### src/rtl/rsp_pkg.sv
// ----------------------------------------------------------------------------
// rsp_pkg: shared types, constants and sign helpers for the range sign tree
// Node layout: node 1 is the root, leaf i sits at node LEAVES+i, node 0 unused.
// ----------------------------------------------------------------------------
package rsp_pkg;

  // Tree geometry
  localparam int LEAVES  = 1024;
  localparam int LVL_W   = $clog2(LEAVES);
  localparam int NODE_W  = LVL_W + 1;        // node address width
  localparam int DEPTH   = 2 * LEAVES;       // node count incl. unused node 0
  localparam int QW      = NODE_W + 1;       // query bounds can reach DEPTH

  // Field widths
  localparam int IDX_W   = 10;
  localparam int VAL_W   = 16;
  localparam int CODE_W  = 2;

  // Sign codes
  localparam logic [CODE_W-1:0] SIGN_POS  = 2'd0;
  localparam logic [CODE_W-1:0] SIGN_NEG  = 2'd1;
  localparam logic [CODE_W-1:0] SIGN_ZERO = 2'd2;

  // Request opcodes
  typedef enum logic {
    CMD_SET   = 1'b0,
    CMD_QUERY = 1'b1
  } cmd_t;

  // Node memory access bundle
  typedef struct packed {
    logic              we;
    logic [NODE_W-1:0] waddr;
    logic [CODE_W-1:0] wdata;
    logic [NODE_W-1:0] raddr_a;
    logic [NODE_W-1:0] raddr_b;
  } ram_req_t;

  // Product of two sign codes
  function automatic logic [CODE_W-1:0] sign_mul(input logic [CODE_W-1:0] a,
                                                 input logic [CODE_W-1:0] b);
    logic [CODE_W-1:0] r;
    if (a == SIGN_ZERO || b == SIGN_ZERO) begin
      r = SIGN_ZERO;
    end else begin
      r = (a ^ b) & SIGN_NEG;
    end
    return r;
  endfunction

  // Sign code of a two's complement value
  function automatic logic [CODE_W-1:0] sign_of(input logic [VAL_W-1:0] v);
    logic [CODE_W-1:0] r;
    if (v == '0) begin
      r = SIGN_ZERO;
    end else if (v[VAL_W-1]) begin
      r = SIGN_NEG;
    end else begin
      r = SIGN_POS;
    end
    return r;
  endfunction

endpackage

### src/rtl/rsp_walker.sv
// ----------------------------------------------------------------------------
// rsp_walker: tree walk sequencer
// Clears the store after reset, climbs leaf-to-root on a set, and folds the
// covering nodes of a range level by level on a query.
// ----------------------------------------------------------------------------
module rsp_walker (
  input  logic                          clk,
  input  logic                          rst,
  input  logic                          req_valid,
  output logic                          req_ready,
  input  logic                          cmd,
  input  logic [rsp_pkg::IDX_W-1:0]     position,
  input  logic [rsp_pkg::VAL_W-1:0]     new_value,
  input  logic [rsp_pkg::IDX_W-1:0]     range_left,
  input  logic [rsp_pkg::IDX_W-1:0]     range_right,
  output logic                          res_valid,
  input  logic                          res_ready,
  output logic [rsp_pkg::CODE_W-1:0]    res_code,
  output rsp_pkg::ram_req_t             ram_req,
  input  logic [rsp_pkg::CODE_W-1:0]    rd_a,
  input  logic [rsp_pkg::CODE_W-1:0]    rd_b
);

  typedef enum logic [4:0] {
    ST_CLEAR = 5'b00001,
    ST_IDLE  = 5'b00010,
    ST_SET   = 5'b00100,
    ST_QRY   = 5'b01000,
    ST_DONE  = 5'b10000
  } state_t;

  state_t                      state, state_next;
  logic [rsp_pkg::NODE_W-1:0]  clr_addr, clr_addr_next;
  logic [rsp_pkg::NODE_W-1:0]  node, node_next;      // parent being rewritten
  logic [rsp_pkg::CODE_W-1:0]  val, val_next;        // new value of its child
  logic [rsp_pkg::QW-1:0]      ql, ql_next;
  logic [rsp_pkg::QW-1:0]      qr, qr_next;
  logic [rsp_pkg::CODE_W-1:0]  acc, acc_next;
  logic                        pend_l, pend_l_next;  // read on port a counts
  logic                        pend_r, pend_r_next;  // read on port b counts

  // Request decode
  logic [31:0]                 right_sat;
  logic [rsp_pkg::NODE_W-1:0]  leaf;
  logic [rsp_pkg::CODE_W-1:0]  parent_val;
  logic [rsp_pkg::CODE_W-1:0]  fold;
  logic [rsp_pkg::QW-1:0]      l_step, r_step;

  assign right_sat = (32'(range_right) >= 32'(rsp_pkg::LEAVES)) ?
                     32'(rsp_pkg::LEAVES - 1) : 32'(range_right);
  assign leaf      = rsp_pkg::NODE_W'(32'(position) + 32'(rsp_pkg::LEAVES));

  assign req_ready = (state == ST_IDLE);
  assign res_valid = (state == ST_DONE);
  assign res_code  = acc;

  // Sequencer
  always_comb begin
    state_next    = state;
    clr_addr_next = clr_addr;
    node_next     = node;
    val_next      = val;
    ql_next       = ql;
    qr_next       = qr;
    acc_next      = acc;
    pend_l_next   = 1'b0;
    pend_r_next   = 1'b0;
    ram_req       = '0;
    parent_val    = rsp_pkg::sign_mul(val, rd_a);
    fold          = acc;
    if (pend_l) begin
      fold = rsp_pkg::sign_mul(fold, rd_a);
    end
    if (pend_r) begin
      fold = rsp_pkg::sign_mul(fold, rd_b);
    end
    l_step = ql + rsp_pkg::QW'(ql[0]);
    r_step = qr - rsp_pkg::QW'(qr[0]);

    case (state)
      ST_CLEAR: begin
        ram_req.we    = 1'b1;
        ram_req.waddr = clr_addr;
        ram_req.wdata = rsp_pkg::SIGN_ZERO;
        clr_addr_next = clr_addr + 1'b1;
        if (&clr_addr) begin
          state_next = ST_IDLE;
        end
      end

      ST_IDLE: begin
        if (req_valid) begin
          if (cmd == rsp_pkg::CMD_SET) begin
            // Write the leaf and fetch its sibling
            if (32'(position) < 32'(rsp_pkg::LEAVES)) begin
              ram_req.we      = 1'b1;
              ram_req.waddr   = leaf;
              ram_req.wdata   = rsp_pkg::sign_of(new_value);
              ram_req.raddr_a = leaf ^ rsp_pkg::NODE_W'(1);
              val_next        = rsp_pkg::sign_of(new_value);
              node_next       = leaf >> 1;
              state_next      = ST_SET;
            end
          end else begin
            acc_next = rsp_pkg::SIGN_POS;
            if (32'(range_left) > right_sat) begin
              state_next = ST_DONE;
            end else begin
              ql_next    = rsp_pkg::QW'(32'(range_left) + 32'(rsp_pkg::LEAVES));
              qr_next    = rsp_pkg::QW'(right_sat + 32'(rsp_pkg::LEAVES) + 32'd1);
              state_next = ST_QRY;
            end
          end
        end
      end

      ST_SET: begin
        // Sibling is in rd_a: rewrite parent, fetch the parent's sibling
        ram_req.we      = 1'b1;
        ram_req.waddr   = node;
        ram_req.wdata   = parent_val;
        ram_req.raddr_a = node ^ rsp_pkg::NODE_W'(1);
        val_next        = parent_val;
        node_next       = node >> 1;
        if (node == rsp_pkg::NODE_W'(1)) begin
          state_next = ST_IDLE;
        end
      end

      ST_QRY: begin
        // Fold last level's reads, then issue this level's boundary reads
        acc_next = fold;
        if (ql < qr) begin
          ram_req.raddr_a = ql[rsp_pkg::NODE_W-1:0];
          ram_req.raddr_b = rsp_pkg::NODE_W'(qr - rsp_pkg::QW'(1));
          pend_l_next     = ql[0];
          pend_r_next     = qr[0];
          ql_next         = l_step >> 1;
          qr_next         = r_step >> 1;
        end else begin
          state_next = ST_DONE;
        end
      end

      ST_DONE: begin
        if (res_ready) begin
          state_next = ST_IDLE;
        end
      end

      default: begin
        state_next = ST_IDLE;
      end
    endcase
  end

  // Control state
  always_ff @(posedge clk) begin
    if (rst) begin
      state    <= ST_CLEAR;
      clr_addr <= '0;
      pend_l   <= 1'b0;
      pend_r   <= 1'b0;
    end else begin
      state    <= state_next;
      clr_addr <= clr_addr_next;
      pend_l   <= pend_l_next;
      pend_r   <= pend_r_next;
    end
  end

  // Walk registers
  always_ff @(posedge clk) begin
    node <= node_next;
    val  <= val_next;
    ql   <= ql_next;
    qr   <= qr_next;
    acc  <= acc_next;
  end

endmodule
### config.mk
export PLATFORM = sky130hd
export DESIGN_NAME = rsp_walker
export DESIGN_NICKNAME = d
export VERILOG_FILES = /design/src/rtl/rsp_pkg.sv /design/src/rtl/rsp_walker.sv
export SDC_FILE = /design/constraint.sdc
export NUM_CORES = 1
export LEC_CHECK = 0
export BUFFER_PORTS_ARGS = -buffer_cell sky130_fd_sc_hd__buf_2
export CAP_MARGIN = 20
export CORE_MARGIN = 5
export CORE_UTILIZATION = 55
export CTS_CLUSTER_SIZE = 10
export DETAILED_ROUTE_END_ITERATION = 6
export PLACE_DENSITY = 0.89
export SYNTH_ARGS = -nofsm -noshare
export SYNTH_HDL_FRONTEND = slang
export SYNTH_SLANG_ARGS = --single-unit
### constraint.sdc
create_clock -name clk -period 6.78 [get_ports clk]
set_input_delay 1.695 -clock clk [delete_from_list [all_inputs] [get_ports clk]]
set_output_delay 1.695 -clock clk [all_outputs]
set_load 0.05 [all_outputs]
==> flow_metrics.tcl, run 1 <==
set metrics [dict create \
    grt-busiest-layer "met2" \
    grt_pass1_wl_mm 16.5 \
    p_int_mw 0.592 \
    finClkSkew_ps 5.71 \
    clk_pin_slew_ps 90 \
    cts-root-to-sink-buffers 2 \
    reg2reg_to "state[4]$_SDFFE_PP0P_" \
    dp.cells 616 \
    hold_buffers 0 \
    fin_area_sq_um 4430 \
    endpoint_kind "primary output" \
    worstSkewPairLatency_ps 310 \
    final_nets 622 \
    cts_buffers 5 \
    ys_warn_count 0 \
    synth.distinct_cells 51 \
    holdCritPathClass "reg2reg" \
    diodes 0 \
    dieArea_sq_um 8610 \
    path_max_fanout 13 \
    ctsRootBufferMaster "clkbuf_8" \
    pwr-share-clk_pct 23.5 \
    tightest_slew_ps 920 \
    status "finished clean" \
    ys.flop_type "edfxtp_1" \
    cp.depth 7 \
    die_x_um 92.8 \
    cp_top_family "compound AO/OA/AOI/OAI gates" \
    grt_max_degree 50 \
    p_seq_share_pct 43.8 \
    placed_cell_area_sq_um 4330 \
    critical_path_class "in2out" \
    max_stage_delay_ps 330 \
    syn_avg_cell_area_sq_um 8.36 \
    vdd_drop_max_mv 0.0957 \
    drtIter0Drc 316 \
    drt-wirelength-per-cell_um 16.9 \
    p_leak_nw 2.12 \
    switching_share_pct 36.5 \
    place.gp.congestion 0.930 \
    place_ws_ps 2140 \
    dr.pass1.iters 5 \
    syn_nets 530 \
    worstPathRequired_ps 5090 \
    start_util_pct 56.1 \
    layout-drive-gt1-share_pct 20.2 \
    final_cells 624 \
    antenna_found_initial 0 \
    viasPerCell 5.92 \
    post-route-period-util_pct 69.0 \
    dp_hpwl_mm 8.43 \
    cp_slowest_cell "a21boi_0" \
    rsz0062_at_grt "no" \
    critPathCapture "ram_req[28]" \
    fin_ws_ps 2100 \
    synthToLayoutAreaGrowth_pct 17.5 \
    antenna_left 0 \
    worst_ep_arrival_time_ps 2980 \
    drc 0 \
    h-tree-depth 2 \
    core_sq_um 6720 \
    rows 30 \
    portBuffers 94 \
    switching_power_mw 0.340 \
    synthCells 451 \
    cts_tree "built" \
    cts_setup_buffers 0 \
    reg2reg_from "state[3]$_SDFFE_PP0P_" \
    setup_viol 0 \
    track_usage_pct 24.0 \
    p_per_area_nw_per_um2 210 \
    fin_tns_setup_ps 0 \
    crit_start "req_valid" \
    die-height_um 92.8 \
    setup.worst_path.start_class "primary input" \
    synth_area_sq_um 3770 \
    cp_cell_sequence "buf_2 -> nor3b_1 -> buf_4 -> a21boi_0 -> a21boi_0 -> inv_1 -> buf_2" \
    wl_mm 10.6 \
    synth-seq-cells 55 \
    post-route-min-period_ps 4680 \
    vias 3694 \
    gr-total-overflow 0 \
    comb_power_share_pct 32.7 \
    grt_util_met2_pct 40.9 \
    ios 95 \
    fmax_mhz 214 \
    synth_edf_count 37 \
    use_met1_pct 30.8 \
    timing.final.hold_violations 0 \
    cts_resized 0 \
    grt_use_met3_pct 4.14 \
    critPathBufInv 4 \
    async_flop_share_pct 0 \
    slew_headroom_pct 38.4 \
    yosysSeqAreaShare_pct 39.0 \
    drv_slew 0 \
    first_global_vias 3472 \
    fin_util_pct 66.0 \
    reg2reg_setup_slack_ps 4040 \
    reg2reg_depth 6 \
    clkSinkCount 55 \
    maxCapViolations 0 \
]
-- metal layers --
| metal | vias to the layer above | part of all wire (%) |
|---|---|---|
| li1 | 1762 | - |
| met1 | 1735 | 41 |
| met2 | 175 | 48 |
| met3 | 22 | 8.9 |
| met4 | 0 | 2.5 |
| met5 | - | 0 |
-- worst min path at each step --
stage	depth (start not counted)	slack, ps	start	end
final	2	530	clr_addr[10]$_SDFFE_PP0N_	clr_addr[10]$_SDFFE_PP0N_
after global routing	2	570	clr_addr[10]$_SDFFE_PP0N_	clr_addr[10]$_SDFFE_PP0N_
after CTS	2	530	clr_addr[10]$_SDFFE_PP0N_	clr_addr[10]$_SDFFE_PP0N_
after detailed placement	2	510	clr_addr[10]$_SDFFE_PP0N_	clr_addr[10]$_SDFFE_PP0N_
after global placement	2	490	clr_addr[10]$_SDFFE_PP0N_	clr_addr[10]$_SDFFE_PP0N_
after floorplan	2	470	clr_addr[10]$_SDFFE_PP0N_	clr_addr[10]$_SDFFE_PP0N_
-- worst min-delay path, delay by kind of cell (launching register included) --
| kind | cells | cell delay (ps) |
|---|---|---|
| compound gates | 2 | 140 |
| flops | 1 | 340 |
-- flip-flops by register name, indices dropped and copies added, names as in the netlist --
name and flops:
qr 12, clr_addr 11, ql 11, node 10
state 5, res_code 2, val 2, pend_l 1
pend_r 1
-- cell type report --
cell class | instances | area, sq um
clock buffer | 7 | 76.3
clock inverter | 1 | 30.0
fill | 563 | 2290
inverter | 48 | 180
multi-input combinational | 334 | 2070
sequential | 55 | 1470
tap | 80 | 100
timing repair buffer | 99 | 508
-- power groups by stage --
stage               registers [mW]  logic, mW  clock network [mW]
floorplan                    0.409      0.220                   0
global placement             0.413      0.297                   0
detailed placement           0.415      0.302                   0
CTS                          0.407      0.303               0.221
global route                 0.410      0.329               0.236
finish                       0.408      0.305               0.219
-- cells in the final DEF, fill, tap and decap left out, types with 8 or more instances in the layout --
cell      instances
o21ai_0          33
dfxtp_1          18
xnor2_1          24
nand4_1          10
nor4_1           11
nand3_1          11
a21boi_0         16
buf_2            94
inv_1            47
ha_1             24
edfxtp_1         37
a21oi_1          17
nor2_1           46
xor2_1            9
nor3_1            8
nand2_1          64
-- kinds of logic (layout without fill, tap and decap cells) --
logic type,Yosys count,after routing,share of synthesized area (%)
adder cells (fa/ha/maj),24,24,7.96
flip-flops,55,55,39.0
multiplexers,2,2,0.564
XOR/XNOR,33,33,7.66
AO/OA/AOI/OAI,97,97,16.0
AND/OR/NAND/NOR,178,178,22.6
buffers and inverters,62,155,6.20
-- through the flow --
| step | hold slack, ps | power [mW] |
|---|---|---|
| 2_1_floorplan | 472 | 0.629 |
| 3_3_place_gp | 493 | 0.710 |
| 3_5_place_dp | 513 | 0.716 |
| 4_1_cts | 529 | 0.930 |
| 5_1_grt | 566 | 0.975 |
| 6_report | 528 | 0.932 |
-- cells in the mapped netlist, types with 4 or more instances --
master	number	share of area (%)
nand2_1	64	6.4
inv_1	47	4.7
nor2_1	46	4.6
edfxtp_1	37	29
o21ai_0	33	4.4
ha_1	24	8.0
xnor2_1	24	5.6
dfxtp_1	18	9.6
a21oi_1	17	2.3
a21boi_0	16	3.2
clkbuf_1	12	1.2
nand3_1	11	1.5
nor4_1	11	1.8
nand4_1	10	1.7
xor2_1	9	2.1
nor3_1	8	1.1
or3_1	6	1.0
a211oi_1	5	1.0
a31oi_1	4	0.66
and3_1	4	0.66
Note: power is estimated with default switching activity, not from simulation.
==> run 2: changes to the inputs <==
--- a/config.mk
+++ b/config.mk
@@ -5,6 +5,7 @@
 export SDC_FILE = /design/constraint.sdc
 export NUM_CORES = 1
 export LEC_CHECK = 0
+export ABC_AREA = 1
 export BUFFER_PORTS_ARGS = -buffer_cell sky130_fd_sc_hd__buf_2
 export CAP_MARGIN = 20
 export CORE_MARGIN = 5
==> constraint.sdc (replaced) <==
create_clock -name clk -period 4.5 [get_ports clk]
set_input_delay 1.125 -clock clk [delete_from_list [all_inputs] [get_ports clk]]
set_output_delay 1.125 -clock clk [all_outputs]
set_load 0.05 [all_outputs]
==> run 2 against run 1 <==
Against the previous run: first-iteration DRC count decreased by 33%; setup slack got worse by 1600 ps; register-to-register slack got worse by 2300 ps; core utilization decreased by 1.5 points; clock skew increased by 8.5 ps; via count increased by 9.4%; synthesized cell count increased by 18%; global-route usage increased by 0.57 points.
==> flow_metrics.tcl, run 2 <==
set metrics [dict create \
    status "finished clean" \
    syn_nets 611 \
    fill_cells 648 \
    pwr-share-clk_pct 18.6 \
    first_global_vias 4038 \
    p_per_area_nw_per_um2 354 \
    drt-wirelength-per-cell_um 15.1 \
    setup_viol 0 \
    final_nets 702 \
    viasPerCell 5.59 \
    synth.most_common_cell "nand2_1" \
    antenna_left 0 \
    reg2reg_to "ql[9]$_DFFE_PP_" \
    finClkSkew_ps 14.2 \
    gr-total-overflow 0 \
    switching_power_mw 0.717 \
    clk_pin_slew_ps 120 \
    drtIter0Drc 211 \
    critical_path_class "reg2out" \
    reg2reg_depth 10 \
    dp_hpwl_mm 8.65 \
    grt_pass1_wl_mm 17.3 \
    layout-drive-gt1-share_pct 22.3 \
    grt_max_degree 31 \
    worstSkewPairLatency_ps 330 \
    ys_warn_count 0 \
    endpoint_kind "primary output" \
    ios 95 \
    ys.flop_type "edfxtp_1" \
    final_common_cell "nand2_1" \
    synth_area_sq_um 3970 \
    synth-seq-cells 55 \
    post-route-min-period_ps 4000 \
    dr.pass1.iters 5 \
    drc 0 \
    dieArea_sq_um 9010 \
    setup.worst_path.start_class "flip-flop" \
    cts_tree "built" \
    ctsRootBufferMaster "clkbuf_8" \
    syn_avg_cell_area_sq_um 7.46 \
    cts_buffers 5 \
    yosysSeqAreaShare_pct 37.1 \
    core_sq_um 7140 \
    final_cell_mix "128 x nand2_1, 94 x buf_2, 66 x inv_1" \
    hold_buffers 0 \
    reg_top3 "qr x12, clr_addr x11, ql x11" \
    drv_slew 0 \
    tightest_slew_ps 957 \
    min_from "clr_addr[2]$_SDFFE_PP0N_" \
    largest_reg_flops 12 \
    cts_resized 0 \
    rows 31 \
    async_flop_share_pct 0 \
    cts_setup_buffers 0 \
    post-route-period-util_pct 88.8 \
    place.gp.congestion 0.944 \
    largest_register "qr" \
    synth.top_cell.area_share_pct 28.0 \
    die-height_um 94.9 \
    p_int_mw 0.910 \
    path_max_fanout 13 \
    die_x_um 94.9 \
    synth_top_area_cell "edfxtp_1" \
    clkSinkCount 55 \
    layout.area.seq_sq_um 1470 \
    vdd_drop_max_mv 0.203 \
    hold_depth 2 \
    synth_area_leaders "edfxtp_1 28%, nand2_1 12%, dfxtp_1 9.1%" \
    diodes 0 \
    comb_power_share_pct 39.9 \
    synth.distinct_cells 40 \
    min_to "clr_addr[2]$_SDFFE_PP0N_" \
    synthToLayoutAreaGrowth_pct 15.9 \
    synthCells 532 \
    portBuffers 94 \
    maxCapViolations 0 \
    p_leak_nw 2.28 \
    hold_ws_ps 503 \
    vias 4042 \
    synth_edf_count 37 \
    antenna_found_initial 0 \
    multi_input_area_sq_um 2130 \
    fmax_mhz 250 \
    cts-root-to-sink-buffers 2 \
    track_usage_pct 24.6 \
    switching_share_pct 44.1 \
    wl_mm 10.9 \
    reg2reg_setup_slack_ps 1780 \
    start_util_pct 55.6 \
    timing.final.hold_violations 0 \
    holdCritPathClass "reg2reg" \
    h-tree-depth 2 \
    slew_headroom_pct 36.1 \
    reg2reg_from "ql[7]$_DFFE_PP_" \
    worstPathRequired_ps 3380 \
    rsz0062_at_grt "no" \
    p_seq_share_pct 41.5 \
    synthTopCellsByCount "128 x nand2_1, 66 x inv_1, 52 x nor2_1, 37 x edfxtp_1, 32 x nand3_1" \
    worst_ep_arrival_time_ps 2870 \
    fin_tns_setup_ps 0 \
]
## run 2: layout make-up
cell class | count | share of cell area, %
Tap cell | 99 | 2.69
Clock inverter | 3 | 0.626
Clock buffer | 5 | 1.50
Timing Repair Buffer | 97 | 10.7
Sequential cell | 55 | 32.0
Inverter | 76 | 6.20
Multi-Input combinational cell | 388 | 46.3
## run 2: cells by family (layout without fill, tap and decap cells)
kind of cell    after synthesis  count (layout)  share of synthesized area (%)
fa+ha+maj                    24              24                           7.57
simple gates                257             257                           29.7
xor+xnor                     19              19                           4.19
compound gates               88              88                           12.2
flops                        55              55                           37.1
buf+inv                      89             181                           9.27
## run 2: worst max-delay path by stage
stage | depth (start not counted) | endpoint | slack [ps] | startpoint
2_1_floorplan | 4 | ram_req[22] | 810 | req_valid
3_3_place_gp | 7 | ram_req[11] | 990 | req_valid
3_5_place_dp | 7 | ram_req[11] | 920 | req_valid
4_1_cts | 10 | ram_req[2] | 510 | ql[7]$_DFFE_PP_
5_1_grt | 11 | ram_req[2] | 260 | qr[7]$_DFFE_PP_
6_report | 10 | ram_req[2] | 500 | ql[7]$_DFFE_PP_
## run 2: stage by stage
step                      cells  instance area [sq um]  util (%)  power (mW)  worst slack, ps
after floorplan             532                   3970         -        1.17              807
after global placement      715                   4500      63.1        1.30              987
after detailed placement    715                   4500      63.1        1.33              920
after CTS                   723                   4600      64.5        1.62              509
after global routing        723                   4600      64.5        1.72              263
final                       723                   4600      64.5        1.63              503
## run 2: power groups by stage
stage	sequential, mW	clock [mW]	combinational [mW]
after floorplan	0.678	0	0.494
after global placement	0.680	0	0.618
after detailed placement	0.686	0	0.641
after CTS	0.674	0.302	0.644
after global routing	0.684	0.324	0.712
final	0.676	0.302	0.649
## run 2: layer usage
metal	share of wire, %	track usage [%]	up-vias
li1	-	-	1934
met4	3.8	12.0	0
met5	0	0	-
met2	49	44.1	227
met1	38	27.3	1843
met3	8.8	5.42	38
## run 2: critical path, stage by stage, from the launching register on
cell      delay (ps)
edfxtp_1         490
ha_1             350
nand2_1           80
inv_1             50
nand2_1           70
nand2_1           70
a21oi_1          230
nand3_1          450
buf_4            350
a21oi_1          110
buf_2            270
==> run 3: changes to the inputs <==
--- a/config.mk
+++ b/config.mk
@@ -6,7 +6,7 @@
 export NUM_CORES = 1
 export LEC_CHECK = 0
 export ABC_AREA = 1
-export BUFFER_PORTS_ARGS = -buffer_cell sky130_fd_sc_hd__buf_2
+export BUFFER_PORTS_ARGS = -buffer_cell sky130_fd_sc_hd__clkbuf_2
 export CAP_MARGIN = 20
 export CORE_MARGIN = 5
 export CORE_UTILIZATION = 55
==> run 3 against run 2 <==
Against the previous run: die area stayed put; highest routed layer unchanged; clock power is 2% lower; largest power group unchanged; sequential power hardly changed; sequential share of layout area hardly changed; clock-buffer cell count stayed put; sequential cell count stayed put; wire length is 3.7% lower; combinational power hardly changed; setup slack better by 31 ps; worst hold slack better by 8.9 ps; clock skew hardly changed.
==> flow_metrics.tcl, run 3 (synthesis results as in run 2) <==
set metrics [dict create \
    drc 0 \
    worst_ep_arrival_time_ps 2840 \
    antenna_found_initial 0 \
    fin_area_sq_um 4600 \
    comb_power_share_pct 39.9 \
    worstSkewPairLatency_ps 320 \
    viasPerCell 5.42 \
    critical_path_class "reg2out" \
    grt_pass1_wl_mm 16.6 \
    placed_cell_area_sq_um 4500 \
    worstPathRequired_ps 3380 \
    crit_start "ql[7]$_DFFE_PP_" \
    track_usage_pct 23.3 \
    synthToLayoutAreaGrowth_pct 15.8 \
    dr.pass1.iters 5 \
    cts_setup_buffers 0 \
    maxCapViolations 0 \
    first_global_vias 3834 \
    status "finished clean" \
    post-route-min-period_ps 3970 \
    endpoint_kind "primary output" \
    finClkSkew_ps 13.9 \
    fmax_mhz 252 \
    clkSinkCount 55 \
    pwr-share-clk_pct 18.3 \
    start_util_pct 55.6 \
    portBuffers 94 \
    drtIter0Drc 291 \
    final_cells 723 \
    vdd_drop_max_mv 0.211 \
    layout-drive-gt1-share_pct 22.3 \
    dieArea_sq_um 9010 \
    gr-total-overflow 0 \
    setup_viol 0 \
    ctsRootBufferMaster "clkbuf_8" \
    slew_headroom_pct 36.1 \
    final_nets 702 \
    p_int_mw 0.907 \
    cts_tree "built" \
    drt-wirelength-per-cell_um 14.6 \
    vias 3921 \
    reg2reg_from "ql[7]$_DFFE_PP_" \
    core_sq_um 7140 \
    tightest_slew_ps 957 \
    place_ws_ps 907 \
    path_max_fanout 13 \
    setup.worst_path.start_class "flip-flop" \
    largest_register "qr" \
    reg2reg_setup_slack_ps 1830 \
    switching_power_mw 0.710 \
    p_per_area_nw_per_um2 352 \
    dp.cells 715 \
    hold_buffers 0 \
    post-route-period-util_pct 88.1 \
    fin_tns_setup_ps 0 \
    holdCritPathClass "reg2reg" \
    ios 95 \
    cts-root-to-sink-buffers 2 \
    drv_slew 0 \
    dp_hpwl_mm 8.39 \
    wl_mm 10.5 \
    die_x_um 94.9 \
    rsz0062_at_grt "no" \
    largest_reg_flops 12 \
    min_from "clr_addr[2]$_SDFFE_PP0N_" \
    p_seq_share_pct 41.7 \
    total_power_mw 1.62 \
    p_leak_nw 2.26 \
    h-tree-depth 2 \
    final_common_cell "nand2_1" \
    grt_max_degree 31 \
    antenna_left 0 \
    cts_resized 0 \
    clk_pin_slew_ps 120 \
    timing.final.hold_violations 0 \
    cts_buffers 5 \
    place.gp.congestion 0.932 \
    switching_share_pct 43.9 \
    reg_top3 "qr x12, clr_addr x11, ql x11" \
    rows 31 \
    die-height_um 94.9 \
    fin_ws_ps 534 \
    diodes 0 \
    final_cell_mix "128 x nand2_1, 94 x clkbuf_2, 66 x inv_1" \
]
-- run 3: changes by cell type in the layout (fill, tap and decap cells not counted) --
cell	previous run	this run
clkinv_4	2	0
inv_8	1	0
clkbuf_2	0	94
clkinvlp_4	0	1
buf_2	94	0
inv_6	0	2
-- run 3: routing by layer --
metal / vias up / part of all wire (%) / track usage (%)
li1: 1941 / - / -
met1: 1785 / 41 / 28.2
met2: 169 / 49 / 41.2
met3: 26 / 7.4 / 3.98
met4: 0 / 2.6 / 9.13
met5: - / 0 / 0
-- run 3: power by group through the flow --
stage	Clock, mW	Combinational [mW]	Sequential, mW
floorplan	0	0.494	0.678
global placement	0	0.617	0.680
detailed placement	0	0.640	0.685
CTS	0.296	0.644	0.673
global route	0.323	0.709	0.682
finish	0.296	0.646	0.675
-- run 3: cell type report --
class,count,area (sq um)
Timing Repair Buffer,97,493
Tap cell,99,124
Sequential cell,55,1470
Clock buffer,5,68.8
Multi-Input combinational cell,388,2130
Inverter,76,285
Clock inverter,3,25.0
Fill cell,634,2540
-- run 3: metrics by stage --
stage	hold WS, ps	utilization (%)
2_1_floorplan	458	-
3_3_place_gp	477	63.1
3_5_place_dp	491	63.1
4_1_cts	509	64.4
5_1_grt	544	64.4
6_report	512	64.4
-- run 3: final timing paths --
path / to / cells past startpoint
hold / removal: clr_addr[2]$_SDFFE_PP0N_ / 2
setup reg to reg: ql[3]$_DFFE_PP_ / 10
hold reg to reg: clr_addr[2]$_SDFFE_PP0N_ / 2
setup / recovery: ram_req[10] / 10
-- run 3: critical path, stage by stage, from the launching register on --
cell and delay (ps):
edfxtp_1 490, ha_1 350, nand2_1 70, inv_1 50, nand2_1 70, nand2_1 60, a21oi_1 210, nand3_1 450
buf_4 360, nor2_1 120, clkbuf_2 290
